**src/sv/u8d_pkg.sv**
```systemverilog
package u8d_pkg;

    localparam int BYTE_W        = 8;
    localparam int CP_W          = 31;
    localparam int CNT_W         = 16;
    localparam int LEN_W         = 3;
    localparam int LEAD_BITS_W   = 7;
    localparam int CONT_BITS_W   = 6;
    localparam int MAX_CHARS_DEF = 65535;
    localparam int CNT_MAX       = (1 << CNT_W) - 1;

    localparam logic [BYTE_W-1:0] BOM_BYTE0 = 8'hEF;
    localparam logic [BYTE_W-1:0] BOM_BYTE1 = 8'hBB;
    localparam logic [BYTE_W-1:0] BOM_BYTE2 = 8'hBF;
    localparam logic [BYTE_W-1:0] NUL_BYTE  = 8'h00;

    localparam logic [LEN_W-1:0] BOM_POS1 = 3'd1;
    localparam logic [LEN_W-1:0] BOM_POS2 = 3'd2;

    typedef struct packed {
        logic                   bad;
        logic [LEN_W-1:0]       len;
        logic [LEAD_BITS_W-1:0] bits;
    } lead_info_t;

    typedef struct packed {
        logic [CP_W-1:0]  code_point;
        logic             bad_lead;
        logic             string_end;
        logic [CNT_W-1:0] char_count;
    } result_t;

endpackage

```
**src/sv/u8d_lead_dec.sv**
```systemverilog
module u8d_lead_dec (
    input  logic [u8d_pkg::BYTE_W-1:0] lead_byte,
    output u8d_pkg::lead_info_t         info
);
    import u8d_pkg::*;

    always_comb begin
        info = '0;
        if (lead_byte inside {[8'h80:8'hBF], 8'hFE, 8'hFF}) begin
            info.bad = 1'b1;
        end else if ((lead_byte & 8'h80) == 8'h00) begin
            info.len  = 3'd1;
            info.bits = lead_byte[6:0];
        end else if ((lead_byte & 8'hE0) == 8'hC0) begin
            info.len  = 3'd2;
            info.bits = {2'b00, lead_byte[4:0]};
        end else if ((lead_byte & 8'hF0) == 8'hE0) begin
            info.len  = 3'd3;
            info.bits = {3'b000, lead_byte[3:0]};
        end else if ((lead_byte & 8'hF8) == 8'hF0) begin
            info.len  = 3'd4;
            info.bits = {4'b0000, lead_byte[2:0]};
        end else if ((lead_byte & 8'hFC) == 8'hF8) begin
            info.len  = 3'd5;
            info.bits = {5'b00000, lead_byte[1:0]};
        end else begin
            info.len  = 3'd6;
            info.bits = {6'b000000, lead_byte[0]};
        end
    end

endmodule

```
**src/sv/u8d_core.sv**
```systemverilog
module u8d_core #(
    parameter int MAX_CHARS = u8d_pkg::MAX_CHARS_DEF
) (
    input  logic                       aclk,
    input  logic                       aresetn,
    input  logic                       step,
    input  logic [u8d_pkg::BYTE_W-1:0] data_byte,
    output logic                       res_valid,
    output u8d_pkg::result_t           res
);
    import u8d_pkg::*;

    localparam int CAP_INT = (MAX_CHARS > CNT_MAX) ? CNT_MAX : MAX_CHARS;
    localparam logic [CNT_W-1:0] COUNT_CAP = CNT_W'(CAP_INT);

    logic [CP_W-1:0]  code_accum_reg, code_accum_next;
    logic [LEN_W-1:0] bytes_left_reg, bytes_left_next;
    logic [LEN_W-1:0] seq_length_reg, seq_length_next;
    logic             at_start_reg, at_start_next;
    logic [CNT_W-1:0] chars_seen_reg, chars_seen_next;
    logic             bom_match_reg, bom_match_next;

    lead_info_t       lead;
    logic [LEN_W-1:0] pos;
    logic [CNT_W-1:0] chars_inc;

    u8d_lead_dec u_lead_dec (
        .lead_byte (data_byte),
        .info      (lead)
    );

    assign pos       = seq_length_reg - bytes_left_reg;
    assign chars_inc = (chars_seen_reg < COUNT_CAP) ? chars_seen_reg + 1'b1 : chars_seen_reg;

    always_comb begin
        code_accum_next = code_accum_reg;
        bytes_left_next = bytes_left_reg;
        seq_length_next = seq_length_reg;
        at_start_next   = at_start_reg;
        chars_seen_next = chars_seen_reg;
        bom_match_next  = bom_match_reg;
        res_valid       = 1'b0;
        res             = '0;
        if (bytes_left_reg != '0) begin
            if ((pos == BOM_POS1 && data_byte != BOM_BYTE1) ||
                (pos == BOM_POS2 && data_byte != BOM_BYTE2)) begin
                bom_match_next = 1'b0;
            end
            code_accum_next = {code_accum_reg[CP_W-CONT_BITS_W-1:0],
                               data_byte[CONT_BITS_W-1:0]};
            bytes_left_next = bytes_left_reg - 1'b1;
            if (bytes_left_next == '0) begin
                if (bom_match_next) begin
                    bom_match_next = 1'b0;
                end else begin
                    chars_seen_next = chars_inc;
                    res_valid       = 1'b1;
                    res.code_point  = code_accum_next;
                end
            end
        end else if (data_byte == NUL_BYTE) begin
            res_valid       = 1'b1;
            res.string_end  = 1'b1;
            res.char_count  = chars_seen_reg;
            chars_seen_next = '0;
            at_start_next   = 1'b1;
            bom_match_next  = 1'b0;
        end else begin
            at_start_next  = 1'b0;
            bom_match_next = 1'b0;
            if (lead.bad) begin
                code_accum_next = '0;
                seq_length_next = '0;
                chars_seen_next = chars_inc;
                res_valid       = 1'b1;
                res.bad_lead    = 1'b1;
            end else begin
                code_accum_next = CP_W'(lead.bits);
                seq_length_next = lead.len;
                if (lead.len == 3'd1) begin
                    chars_seen_next = chars_inc;
                    res_valid       = 1'b1;
                    res.code_point  = CP_W'(lead.bits);
                end else begin
                    bytes_left_next = lead.len - 1'b1;
                    bom_match_next  = at_start_reg && (data_byte == BOM_BYTE0);
                end
            end
        end
    end

    always_ff @(posedge aclk) begin
        if (!aresetn) begin
            code_accum_reg <= '0;
            bytes_left_reg <= '0;
            seq_length_reg <= '0;
            at_start_reg   <= 1'b1;
            chars_seen_reg <= '0;
            bom_match_reg  <= 1'b0;
        end else if (step) begin
            code_accum_reg <= code_accum_next;
            bytes_left_reg <= bytes_left_next;
            seq_length_reg <= seq_length_next;
            at_start_reg   <= at_start_next;
            chars_seen_reg <= chars_seen_next;
            bom_match_reg  <= bom_match_next;
        end
    end

endmodule

```
**src/sv/utf8_stream_decoder_unit.sv**
```systemverilog
// utf8 stream decoder
// input channel s_*: one raw byte of a stream of zero-terminated utf-8 strings per word
// result channel m_*: one decoded code point per completed sequence; a bad lead byte
// gives code point 0 with m_tuser set; a zero lead byte gives a word with m_tlast set
// that carries the saturating character count of the finished string
// a byte order mark ef bb bf at the start of a string gives no word
// an accepted byte is held in the input register and decoded from it into the output
// register, which drives m_*; throughput is one byte per cycle while the output register
// is empty or m_tready is high, set by the single decode step between the two registers
// continuation bytes and a dropped mark give no word but still take a decode step each
// when m_tready is low the output word holds, the input register fills, and s_tready
// falls only once both are occupied; no word is lost or repeated
// reset clears the valid flags of both registers and the decode state, so the next byte starts a new string
module utf8_stream_decoder_unit #(
    parameter int MAX_CHARS = u8d_pkg::MAX_CHARS_DEF
) (
    input  logic        aclk,
    input  logic        aresetn,
    input  logic        s_tvalid,
    output logic        s_tready,
    input  logic [7:0]  s_tdata,   // data_byte[7:0]
    output logic        m_tvalid,
    input  logic        m_tready,
    output logic [47:0] m_tdata,   // code_point[30:0], char_count[46:31], zero[47]
    output logic        m_tuser,   // bad_lead
    output logic        m_tlast    // string_end
);
    import u8d_pkg::*;

    logic              in_valid_reg, in_valid_next;
    logic [BYTE_W-1:0] in_byte_reg;
    logic              out_valid_reg, out_valid_next;
    result_t           out_res_reg;
    logic              out_free;
    logic              step;
    logic              res_valid;
    result_t           res;

    assign out_free = !out_valid_reg || m_tready;
    assign step     = in_valid_reg && out_free;
    assign s_tready = !in_valid_reg || out_free;

    u8d_core #(
        .MAX_CHARS (MAX_CHARS)
    ) u_core (
        .aclk      (aclk),
        .aresetn   (aresetn),
        .step      (step),
        .data_byte (in_byte_reg),
        .res_valid (res_valid),
        .res       (res)
    );

    always_comb begin
        in_valid_next = in_valid_reg;
        if (s_tvalid && s_tready) begin
            in_valid_next = 1'b1;
        end else if (step) begin
            in_valid_next = 1'b0;
        end
        out_valid_next = out_valid_reg;
        if (step) begin
            out_valid_next = res_valid;
        end else if (m_tready) begin
            out_valid_next = 1'b0;
        end
    end

    always_ff @(posedge aclk) begin
        if (!aresetn) begin
            in_valid_reg  <= 1'b0;
            out_valid_reg <= 1'b0;
        end else begin
            in_valid_reg  <= in_valid_next;
            out_valid_reg <= out_valid_next;
        end
    end

    always_ff @(posedge aclk) begin
        if (s_tvalid && s_tready) begin
            in_byte_reg <= s_tdata;
        end
        if (step && res_valid) begin
            out_res_reg <= res;
        end
    end

    assign m_tvalid = out_valid_reg;
    assign m_tdata  = {1'b0, out_res_reg.char_count, out_res_reg.code_point};
    assign m_tuser  = out_res_reg.bad_lead;
    assign m_tlast  = out_res_reg.string_end;

endmodule

```
**config.mk**
```make
export PLATFORM = sky130hd
export DESIGN_NAME = utf8_stream_decoder_unit
export DESIGN_NICKNAME = d
export VERILOG_FILES = /design/src/sv/u8d_pkg.sv /design/src/sv/u8d_lead_dec.sv /design/src/sv/u8d_core.sv /design/src/sv/utf8_stream_decoder_unit.sv
export SDC_FILE = /design/constraint.sdc
export NUM_CORES = 1
export LEC_CHECK = 0
export ABC_AREA = 1
export BUFFER_PORTS_ARGS = -buffer_cell sky130_fd_sc_hd__buf_2
export CORE_MARGIN = 5
export CORE_UTILIZATION = 45
export CTS_CLUSTER_DIAMETER = 150
export DETAILED_ROUTE_END_ITERATION = 10
export GPL_ROUTABILITY_DRIVEN = 0
export SKIP_CTS_REPAIR_TIMING = 1
export SLEW_MARGIN = 25
export SYNTH_ARGS = -nofsm -noshare
export SYNTH_HDL_FRONTEND = slang
export SYNTH_HIERARCHICAL = 1
export SYNTH_SLANG_ARGS = --single-unit
```
**constraint.sdc**
```tcl
create_clock -name aclk -period 5.8 [get_ports aclk]
set_input_delay 0.58 -clock aclk [delete_from_list [all_inputs] [get_ports aclk]]
set_output_delay 0.58 -clock aclk [all_outputs]
set_load 0.02 [all_outputs]
```
==> metrics.md, run 1 <==
| Metric | Value |
|---|---|
| Status | `completed` |
| Detailed Routing Iterations Pass 1 | `5` |
| Combinational power share | `0.135` |
| CTS Buffer Depth | `2` |
| Max-slew headroom | `0.378` |
| Cells after synthesis | `621` |
| CP max stage delay | `0.50 ns` |
| Mapped cell area | `5200 um^2` |
| Clock Skew | `0.00888 ns` |
| P&R area growth vs syn | `13.1%` |
| Tcrit/Tclk final | `0.542` |
| Critical-path maximum fanout | `31` |
| HPWL Detailed | `7.78 mm` |
| Most frequent cells in the layout | `122 x nand2_1, 84 x inv_1, 79 x nor2_1` |
| Static Leakage | `2.20 nW` |
| Crit-path leading delay family | `simple AND/OR/NAND/NOR gates` |
| Nets | `693` |
| Worst r2r dst | `m_tdata[1]` |
| Fillers | `1077` |
| Top post-synthesis cells by area | `edfxtp_1 33%, dfxtp_1 20%, nand2_1 8.8%, inv_1 6.1%, nor2_1 5.8%` |
| Share of post-route cells with drive strength above 1 | `0.167` |
| Clk network pwr share | `0.358` |
| Diode count | `0` |
| Switching share of power | `0.287` |
| Die area | `13800 um^2` |
| Max Cap Viol | `0` |
| Final Critical Period | `3.14 ns` |
| CP Data Required Time | `5.81 ns` |
| Syn avg cell area | `8.38 um^2` |
| Pint | `1.21 mW` |
| Async set or reset register ratio after synthesis | `0` |
| Post-synth top flop | `edfxtp_1` |
| Worst setup endpoint | `m_tdata[1]` |
| Worst R2R Setup Slack | `2.66 ns` |
| Clock transition at path regs | `0.07 ns` |
| Die Ht | `118 um` |
| Core area | `11400 um^2` |
| Min-delay worst type | `primary input to register` |
| CP Capture Type | `register` |
| Synth warn | `6` |
| Crit-path cells | `ha_1 -> inv_1 -> fa_1 -> nand2_1 -> inv_1 -> nand2_1 -> nand2_1 -> nand2_2 -> nand2_2 -> nand2_2 -> a21oi_1 -> inv_1 -> nor2_4 -> buf_4` |
| Worst vdd ir | `0.000155 V` |
| Total CTS buffers | `9` |
| Fmax achieved | `0.318 GHz` |
| Sequential Power Share | `0.507` |
| CP Class | `register to register` |
| Via Count | `4140` |
| Routed len/inst | `13.5 um` |
| Post-synthesis cell type count | `39` |
| Initial Utilization | `0.458` |
| Gr ovfl total | `0` |
| Dominant cell type by area after synthesis | `edfxtp_1` |
| Bufs and invs on worst path | `4` |
| Placement Rows | `39` |
| Slew at the pin closest to its max-slew limit | `0.930 ns` |
| Net Sw Power | `487 uW` |
| Crit. Startpoint | `u_core/bytes_left_reg[0]` |
| Power density over cell area | `289 nW/um^2` |
| Num Clock Sinks | `108` |
| Worst r2r src | `u_core/bytes_left_reg[0]` |
| GRT Util Overall | `0.164` |
| RSZ-0062 raised after global routing | `no` |
| TritonCTS clock tree | `built` |
| # port buffers | `62` |
| Top cell type's share of synthesized area | `0.329` |
| Synth Net Count | `641` |
| Largest net degree at the start of global routing | `37` |
| Number of H-tree levels | `3` |
| Antenna-violating nets left | `0` |
| Post-synth EDFFs | `57` |
| Final Max Slew Viols | `0` |
| Chip Width | `118 um` |
| CTS Root Cell | `clkbuf_16` |
| Number of global-route vias before repair | `4037` |
| Register area share after synthesis | `0.525` |
| # DRC | `0` |
| Final setup vio count | `0` |
| Setup TNS | `0 ns` |
| Reg2Reg Depth | `14` |
| Hold Fails Final Rpt | `0` |
| Max reg flops | `47` |
| Worst path slowest cell | `nor2_4` |
| Top Ports | `64` |
| Critical Path Start Type | `register` |
| Avg Vias per Cell | `5.04` |
| Critical path arrival | `3.15 ns` |
| Initial antenna violation count | `0` |
| Final WS setup | `2.66 ns` |
| First-pass GRT wire length | `19.0 mm` |
| Commonest non-fill, non-tap cell in the layout | `nand2_1` |
| Final wirelength | `11.1 mm` |
| Setup WS pre-CTS | `2.65 ns` |
| Count of state elements after synthesis | `108` |
| Initial DRC count | `232` |
| Worst-Skew Late Latency | `0.35 ns` |
| CP Depth | `14` |
==> kinds of logic (layout without fill, tap and decap cells) <==
kind of cell	after synthesis	in the layout	synth area share
buffers and inverters	117	174	0.0926
multiplexers	1	1	0.00192
flip-flops	108	108	0.525
AND/OR/NAND/NOR	274	274	0.235
adder cells (fa/ha/maj)	8	8	0.0207
AO/OA/AOI/OAI	102	102	0.107
XOR/XNOR	10	10	0.0168
other	1	1	0.000721
==> worst register-to-register path: cells and delay by family (launching register included) <==
kind | cells | cell delay (ns)
DFF | 1 | 0.38
and+or+nand+nor | 7 | 0.93
adders and majority gates | 2 | 0.65
buffers and inverters | 4 | 0.65
AOI/OAI and AO/OA | 1 | 0.17
==> synthesized netlist by cell type (6+ instances only) <==
master	n
ha_1	7
nand2_1	122
xor2_1	8
edfxtp_1	57
inv_1	84
clkinv_1	6
o21ai_1	13
nand4_1	10
nand2_2	10
nor2_1	80
buf_2	10
a21oi_1	48
nand3_1	33
o21ai_0	24
dfxtp_1	51
o32ai_1	6
==> worst min path at each step <==
| stage | depth (start not counted) | startpoint | to | slack, ns |
|---|---|---|---|---|
| after floorplan | 2 | u_core/code_accum_reg[19] | u_core/code_accum_reg[19] | 0.44 |
| after global placement | 2 | u_core/code_accum_reg[21] | u_core/code_accum_reg[21] | 0.45 |
| after detailed placement | 2 | u_core/code_accum_reg[21] | u_core/code_accum_reg[21] | 0.45 |
| after CTS | 1 | s_tdata[5] | in_byte_reg[5] | 0.39 |
| after global routing | 1 | s_tdata[5] | in_byte_reg[5] | 0.39 |
| final | 1 | s_tdata[5] | in_byte_reg[5] | 0.40 |
==> final cells by class <==
cell class / instances / area, um^2 / area share
clock inverter: 7 / 75.1 / 0.0128
clock buffer: 9 / 225 / 0.0383
sequential: 108 / 2730 / 0.464
timing repair buffer: 63 / 318 / 0.0540
tap: 143 / 179 / 0.0304
inverter: 95 / 357 / 0.0606
multi-input combinational: 396 / 2000 / 0.339
==> per-stage QoR <==
| stage | total power [mW] | hold slack [ns] | util | std cells | cell area, um^2 |
|---|---|---|---|---|---|
| 3_5_place_dp | 1.11 | 0.452 | 0.491 | 805 | 5580 |
| 5_1_grt | 1.78 | 0.391 | 0.517 | 821 | 5880 |
| 6_report | 1.70 | 0.401 | 0.517 | 821 | 5880 |
| 4_1_cts | 1.72 | 0.389 | 0.517 | 821 | 5880 |
| 2_1_floorplan | 1.05 | 0.440 | - | 621 | 5200 |
| 3_3_place_gp | 1.11 | 0.449 | 0.491 | 805 | 5580 |
==> power by group through the flow <==
stage,sequential (mW),clock [mW],combinational (mW)
3_3_place_gp,0.879,0,0.227
5_1_grt,0.867,0.656,0.255
2_1_floorplan,0.911,0,0.141
6_report,0.862,0.609,0.229
4_1_cts,0.863,0.631,0.231
3_5_place_dp,0.880,0,0.230
==> metal layers <==
metal / share of wire / global-route usage
met5: 0 / 0
met4: 0.016 / 0.0638
met3: 0.054 / 0.0259
met2: 0.49 / 0.278
met1: 0.44 / 0.209
No activity file was read; power rests on OpenSTA's default activity.
==> run 2: changes to the inputs <==
==> constraint.sdc (replaced) <==
create_clock -name aclk -period 2.9 [get_ports aclk]
set_input_delay 0.29 -clock aclk [delete_from_list [all_inputs] [get_ports aclk]]
set_output_delay 0.29 -clock aclk [all_outputs]
set_load 0.02 [all_outputs]
==> run 2 against run 1 <==
Against the previous run:
- maximum frequency up 26%
- register-to-register slack lost 2.2 ns
- highest routed layer unchanged
- sequential power rose by 100%
- die area did not move
- setup slack worse by 2.2 ns
- global-route usage grew 0.25 points
- via count rose by 0.24%
- count of clock-buffer cells in the layout increased by 1
==> metrics.md, run 2 (same netlist as run 1, synthesis figures left out) <==
| Metric | Value |
|---|---|
| Initial antenna violation count | `0` |
| # DRC | `0` |
| Detailed Routing Iterations Pass 1 | `4` |
| Initial DRC count | `216` |
| Status | `completed` |
| Min-delay worst type | `primary input to register` |
| Clock Skew | `0.00894 ns` |
| Num Clock Sinks | `108` |
| Critical Path Start Type | `register` |
| Share of post-route cells with drive strength above 1 | `0.174` |
| Number of H-tree levels | `3` |
| Fmax achieved | `0.402 GHz` |
| Max reg flops | `47` |
| Final Critical Period | `2.49 ns` |
| Routed len/inst | `13.5 um` |
| # port buffers | `62` |
| CTS Buffer Depth | `2` |
| Worst-Skew Late Latency | `0.35 ns` |
| Final Max Slew Viols | `0` |
| CP Class | `register to register` |
| Critical path arrival | `2.54 ns` |
| Diode count | `0` |
| Max Cap Viol | `0` |
| Setup TNS | `0 ns` |
| Hold slack | `0.112 ns` |
| Final wirelength | `11.2 mm` |
| Gr ovfl total | `0` |
| Fillers | `1077` |
| HPWL Detailed | `7.91 mm` |
| CP Data Required Time | `2.95 ns` |
| RSZ-0062 raised after global routing | `no` |
| Avg Vias per Cell | `5.01` |
| Tcrit/Tclk final | `0.858` |
| TritonCTS clock tree | `built` |
| Clock transition at path regs | `0.07 ns` |
| Most frequent cells in the layout | `122 x nand2_1, 84 x inv_1, 79 x nor2_1` |
| Top Ports | `64` |
| Worst path slowest cell | `fa_1` |
| Hold Fails Final Rpt | `0` |
| Total CTS buffers | `9` |
| Final setup vio count | `0` |
| Placement Rows | `39` |
| Commonest non-fill, non-tap cell in the layout | `nand2_1` |
| Crit-path cells | `ha_1 -> inv_1 -> fa_1 -> nand2_1 -> inv_1 -> nand2_1 -> nand2_1 -> nand2_2 -> nand2_2 -> nand2_2 -> a21oi_1 -> inv_1 -> nor2_4 -> buf_12` |
| Chip Width | `118 um` |
| CTS Root Cell | `clkbuf_16` |
| Core area | `11400 um^2` |
| Reg2Reg Depth | `14` |
| Power density over cell area | `590 nW/um^2` |
| CP max stage delay | `0.49 ns` |
| Number of global-route vias before repair | `4194` |
| Via Count | `4150` |
| Core Util, Final | `0.527` |
| Static Leakage | `2.25 nW` |
| GRT Util Overall | `0.166` |
| Initial Utilization | `0.458` |
| CP Capture Type | `register` |
| Hold path depth | `1` |
| P&R area growth vs syn | `15.2%` |
| First-pass GRT wire length | `19.4 mm` |
| Antenna-violating nets left | `0` |
| Largest net degree at the start of global routing | `33` |
| Die area | `13800 um^2` |
| Nets | `700` |
| Worst vdd ir | `0.000339 V` |
| Critical-path maximum fanout | `24` |
| Die Ht | `118 um` |
run 2: cell types whose count changed in the layout (fill, tap and decap cells not counted):
cell	delta
clkinv_1	+1
inv_8	-3
buf_4	+5
inv_6	+3
clkbuf_16	+1
inv_2	-1
buf_12	+2
clkinvlp_4	-1
bufinv_16	+1
inv_4	-1
run 2: report_power, final:
group	switching, mW	leakage [nW]	total (mW)	internal (mW)
sequential	0.0380	0.927	1.73	1.69
combinational	0.339	1.16	0.477	0.138
clock	0.590	0.164	1.34	0.745
total	0.967	2.25	3.54	2.57
run 2: stage by stage:
| step | power [mW] | instance area [um^2] | worst slack, ns | std cells |
|---|---|---|---|---|
| final | 3.54 | 5990 | 0.411 | 828 |
| after global routing | 3.70 | 5990 | 0.180 | 828 |
| after CTS | 3.57 | 5990 | 0.424 | 828 |
| after detailed placement | 2.24 | 5660 | 0.437 | 812 |
| after global placement | 2.23 | 5660 | 0.495 | 812 |
| after floorplan | 2.11 | 5210 | 0.107 | 621 |
run 2: cell type report:
cell class,count,area [um^2],share of cell area
Inverter,95,357,0.0595
Clock inverter,6,83.8,0.0140
Sequential cell,108,2730,0.456
Clock buffer,10,250,0.0417
Multi-Input combinational cell,396,2000,0.333
Timing Repair Buffer,70,395,0.0660
Tap cell,143,179,0.0298
run 2: routing by layer:
metal  vias up  part of all wire  GRT usage
met5         -                 0          0
met4         0             0.018     0.0595
met3        19             0.051     0.0399
met2       100              0.47      0.274
met1      1906              0.46      0.213
li1       2125                 -          -
run 2: worst paths after layout:
check	startpoint	to	slack (ns)
worst max-delay path	u_core/bytes_left_reg[0]	m_tdata[32]	0.41
worst min-delay path	s_tdata[5]	in_byte_reg[5]	0.11
worst max register to register	u_core/bytes_left_reg[0]	m_tdata[32]	0.41
worst min register to register	u_core/code_accum_reg[6]	u_core/code_accum_reg[12]	0.46
run 2: critical path, delay by kind of cell (launching register included):
family                     cells  cell delay [ns]
and+or+nand+nor                7             0.60
buffers and inverters          4             0.40
DFF                            1             0.37
adders and majority gates      2             0.65
AOI/OAI and AO/OA              1             0.16
